<file path="src/rpa_pkg.sv">
// Package for the rotating port allocator: codes, reset values and shared types.
// Used by every module of the block; depends on nothing.
`default_nettype none
package rpa_pkg;

  localparam int unsigned PORT_W          = 16;
  localparam int unsigned SPAN_W          = 17;
  localparam int unsigned MAP_ENTRIES_DEF = 4096;
  localparam int unsigned APB_ADDR_W      = 3;
  localparam int unsigned APB_DATA_W      = 32;

  localparam logic [PORT_W-1:0] RANGE_LOW_RST  = 16'd49152;
  localparam logic [PORT_W-1:0] RANGE_HIGH_RST = 16'd53247;
  localparam logic [PORT_W-1:0] CURSOR_RST     = RANGE_LOW_RST - 16'd1;

  // Register index, taken from paddr bit 2.
  localparam logic REG_RANGE_LOW  = 1'b0;
  localparam logic REG_RANGE_HIGH = 1'b1;

  typedef enum logic [2:0] {
    OP_ANY        = 3'd0,
    OP_EVEN       = 3'd1,
    OP_PAIR       = 3'd2,
    OP_CLAIM_FREE = 3'd3,
    OP_CLAIM_RESV = 3'd4,
    OP_FREE       = 3'd5
  } op_t;

  typedef enum logic [1:0] {
    MS_FREE  = 2'd0,
    MS_ALLOC = 2'd1,
    MS_RESV  = 2'd2
  } map_state_t;

  // Effective range derived from the configuration registers.
  typedef struct packed {
    logic [PORT_W-1:0] lo;    // low bound, zero taken as one
    logic [SPAN_W-1:0] span;  // number of ports in the clamped range
  } cfg_eff_t;

endpackage
`default_nettype wire

</file>
<file path="src/rpa_cfg_regs.sv">
// APB register file holding the range bounds, plus the registered effective range.
// Depends on rpa_pkg for reset values, register indexes and the range struct.
`default_nettype none
module rpa_cfg_regs #(
  parameter int unsigned MAP_ENTRIES = rpa_pkg::MAP_ENTRIES_DEF
) (
  input  wire logic                             clk,
  input  wire logic                             rst_n,
  input  wire logic                             psel,
  input  wire logic                             penable,
  input  wire logic                             pwrite,
  input  wire logic [rpa_pkg::APB_ADDR_W-1:0]   paddr,
  input  wire logic [rpa_pkg::APB_DATA_W-1:0]   pwdata,
  output logic      [rpa_pkg::APB_DATA_W-1:0]   prdata,
  output logic                                  pready,
  output rpa_pkg::cfg_eff_t                     eff
);
  import rpa_pkg::*;

  logic [PORT_W-1:0] range_low_r,  range_low_nxt;
  logic [PORT_W-1:0] range_high_r, range_high_nxt;
  cfg_eff_t          eff_r, eff_nxt;

  logic              wr_fire;
  logic [PORT_W-1:0] lo_eff;
  logic [SPAN_W-1:0] cap;
  logic [SPAN_W-1:0] hi_clamp;

  assign pready  = 1'b1;
  assign wr_fire = psel && penable && pwrite && pready;

  always_comb begin
    range_low_nxt  = range_low_r;
    range_high_nxt = range_high_r;
    if (wr_fire) begin
      case (paddr[2])
        REG_RANGE_LOW:  range_low_nxt  = pwdata[PORT_W-1:0];
        REG_RANGE_HIGH: range_high_nxt = pwdata[PORT_W-1:0];
        default:        range_low_nxt  = range_low_r;
      endcase
    end
  end

  // Clamp the top to the map size and turn the bounds into a span.
  always_comb begin
    lo_eff   = (range_low_r == '0) ? PORT_W'(1) : range_low_r;
    cap      = SPAN_W'(lo_eff) + SPAN_W'(MAP_ENTRIES - 1);
    hi_clamp = (SPAN_W'(range_high_r) > cap) ? cap : SPAN_W'(range_high_r);
    eff_nxt.lo   = lo_eff;
    eff_nxt.span = (hi_clamp < SPAN_W'(lo_eff)) ? '0
                                                : hi_clamp - SPAN_W'(lo_eff) + SPAN_W'(1);
  end

  always_ff @(posedge clk) begin
    if (!rst_n) begin
      range_low_r  <= RANGE_LOW_RST;
      range_high_r <= RANGE_HIGH_RST;
      eff_r.lo     <= RANGE_LOW_RST;
      eff_r.span   <= SPAN_W'(RANGE_HIGH_RST) - SPAN_W'(RANGE_LOW_RST) + SPAN_W'(1);
    end else begin
      range_low_r  <= range_low_nxt;
      range_high_r <= range_high_nxt;
      eff_r        <= eff_nxt;
    end
  end

  always_comb begin
    case (paddr[2])
      REG_RANGE_LOW:  prdata = APB_DATA_W'(range_low_r);
      REG_RANGE_HIGH: prdata = APB_DATA_W'(range_high_r);
      default:        prdata = '0;
    endcase
  end

  assign eff = eff_r;

endmodule
`default_nettype wire

</file>
<file path="config.mk">
export PLATFORM = sky130hd
export DESIGN_NAME = rpa_cfg_regs
export DESIGN_NICKNAME = d
export VERILOG_FILES = /design/src/rpa_pkg.sv /design/src/rpa_cfg_regs.sv
export SDC_FILE = /design/constraint.sdc
export NUM_CORES = 1
export LEC_CHECK = 0
export BUFFER_PORTS_ARGS = -buffer_cell sky130_fd_sc_hd__buf_2
export CAP_MARGIN = 5
export CELL_PAD_IN_SITES_DETAIL_PLACEMENT = 0
export CELL_PAD_IN_SITES_GLOBAL_PLACEMENT = 1
export CORE_UTILIZATION = 43
export DETAILED_ROUTE_END_ITERATION = 10
export PLACE_DENSITY = 0.93
export REMOVE_ABC_BUFFERS = 1
export SYNTH_ARGS = -nofsm -noshare
export SYNTH_HDL_FRONTEND = slang
export SYNTH_SLANG_ARGS = --single-unit
</file>
<file path="constraint.sdc">
create_clock -name clk -period 16.9 [get_ports clk]
set_input_delay 3.38 -clock clk [delete_from_list [all_inputs] [get_ports clk]]
set_output_delay 3.38 -clock clk [all_outputs]
set_load 0.03 [all_outputs]
</file>
==> reports/results.ini <==
[layout]
finalNonFillerCells=737
fin_util_pct=51.19
nets=697
multi_input_area_um2=2819
n_antenna_cell=0
layout-drive-gt1-share_pct=15.73
area_growth_pct=13.49
seqCellArea_um2=1301
num-fill-cells=985

[logic_synthesis]
synth_top_area_share_pct=29.12
synth.area.top_cells=dfxtp_1, ha_1, nand2_1, inv_1, mux2i_1
synth_top_area_cell=dfxtp_1
synth_area_per_cell_um2=8.307
synthArstFlopShare_pct=0
synth_edf_count=0
synth.most_common_cell=nand2_1
synth_commonest_cells=nand2_1, dfxtp_1, ha_1, inv_1, nor2_1
synthCells=538
syn_area_um2=4469
synth_seq_cells=65
synth_ff_type=dfxtp_1
yosysWarnings=0
synth.distinct_cells=52
ys_seq_area_share_pct=29.12

[route]
ant_nets=0
post_drt_wl_per_cell_um=13.65
vias_per_cell=4.991
vias=3678
drc_errors=0
routed_wl_mm=10.06
initialDrtViolationCount=109
first_pass_iters=4

[floorplanning]
top_level_ports=106
die_w_um=104.0
rows=36
start_util_pct=45.10
die_h_um=104.0
core_area_um2=9910
die_area_um2=10810

[global_route]
grt_max_degree=55
grt_usage_pct=19.37
first_global_vias=3477
gr-total-overflow=0
antenna_found_initial=0
grt_pass1_wl_mm=16.61

[pwr]
power.total_mw=0.6003
powerDensity_nw_per_um2=118.3
p_leak_nw=2.427
vdd_drop_max_mv=0.05330

[timing]
fin_setup_tns_ns=0
hold_viol=0
timing.final.crit_share_pct=46.08
tightest_slew_ns=1.039
timing.fmax_ghz=0.1284
fin_crit_ns=7.787
slew_violations=0
holdWs_ns=0.5212
setup_viol=0
relSlewSlack_pct=28.97
clock-skew-final_ns=0.008146
rsz0062_at_grt=false

[clock_tree]
cts-root-buf=clkbuf_8
post_cts_buffers=0
insertion_delay_ns=0.36
cts_buffers=9
clk_pin_slew_worst_paths_ns=0.07
clock_sinks=65
h-tree-depth=3
cts_tree=yes
cts-hold-fix-buffers=0
clock_path_buffers=2
cts_resized=0

[hold_path]
min_path_type=register to register

[worst_setup_path]
cpMostUsedCell=buf_2
cpLargestDelayFamily=buffers and inverters
path_max_fanout=34
required_ns=13.52
cp-start-kind=input pin
cp_cell_sequence=buf_2, mux2_2, buf_2
r2r_setup_slack_ns=9.38
cp.arrival_ns=4.41
critical_path_class=input pin to primary output
endpoint_kind=primary output
crit_slowest_cell=buf_2
crit_buf_inv=2
slowest_delay_ns=0.45

[placed_design]
port_buffers=70
dp.cells=721
hpwl_mm=7.706
gp_congestion=0.8533

[job]
drv_cap=0

[run_status]
status=finished, final reports clean

==> per-layer routing <==
metal	global-route usage, %	vias up	share of wire [%]
met5	0	-	0
met4	7.347	0	1.3
li1	-	1914	-
met3	4.010	9	4.6
met1	25.46	1663	49
met2	31.14	92	45
==> report_power, final <==
group	switching, mW	internal (mW)
registers	0.00487	0.169
logic	0.163	0.110
clock network	0.0621	0.0905
==> placed cells by master, fill, tap and decap left out, drive strengths merged, types with 16 or more instances in the layout <==
cell type and n:
inv 51, xnor2 18, nor2 30, dfxtp 65, buf 72, ha 51, mux2i 18, a21oi 16
conb 18, a21boi 17, o21ai 20, nand2 77
==> layout make-up <==
type                    count  area share [%]
clock buffers              11           2.985
well taps                 133           3.281
inverters                  51           3.774
repair buffers             72           7.203
multi-input cells         400           55.57
clock inverters             5           1.529
flip-flops and latches     65           25.65
==> cells by family (layout without fill, tap and decap cells) <==
| family | after synthesis | in the layout | share of synthesized area [%] |
|---|---|---|---|
| AOI/OAI and AO/OA | 103 | 103 | 15.71 |
| DFF | 65 | 65 | 29.12 |
| adders and majority gates | 58 | 58 | 17.41 |
| other | 2 | 18 | 0.1680 |
| xor gates and xnor gates | 22 | 22 | 4.311 |
| buffers and inverters | 89 | 139 | 9.154 |
| muxes | 24 | 24 | 5.543 |
| and+or+nand+nor | 175 | 175 | 18.59 |
==> worst register-to-register path, stage by stage, from the launching register on <==
cell	delay [ns]
dfxtp_1	0.38
or4_4	0.61
nor3_4	0.28
nand3_1	0.29
nor2_1	0.17
nor2_1	0.14
ha_1	0.34
nand3_2	0.15
nand3_1	0.11
xnor2_1	0.16
ha_1	0.31
and3_1	0.18
nand3_1	0.14
a2111oi_0	0.43
a211oi_1	0.15
nor2_4	0.63
mux2i_1	0.28
ha_1	0.26
inv_1	0.06
ha_1	0.18
inv_1	0.06
fa_1	0.37
nor2b_1	0.21
o211ai_1	0.15
a2111oi_0	0.91
o32ai_1	0.23
xnor2_1	0.18
nor2_1	0.05
==> metrics by stage <==
| stage | cell area (um2) | setup WS [ns] |
|---|---|---|
| 3_5_place_dp | 4843 | 9.088 |
| 5_1_grt | 5072 | 8.905 |
| 6_report | 5072 | 9.113 |
| 2_1_floorplan | 4312 | 9.460 |
| 4_1_cts | 5072 | 9.088 |
| 3_3_place_gp | 4843 | 9.102 |
==> final timing paths <==
check             cells past startpoint        end           start
setup / recovery                      3  prdata[0]        paddr[2]
hold / removal                        1    eff[22]  range_low_r[5]
setup reg to reg                     27    eff[13]  range_low_r[2]
hold reg to reg                       1    eff[22]  range_low_r[5]
==> state kept, by name, summed over array words and instances (netlist names) <==
register / flops
range_low_r: 16
range_high_r: 16
eff: 33
(Power assumes the default switching activity.)
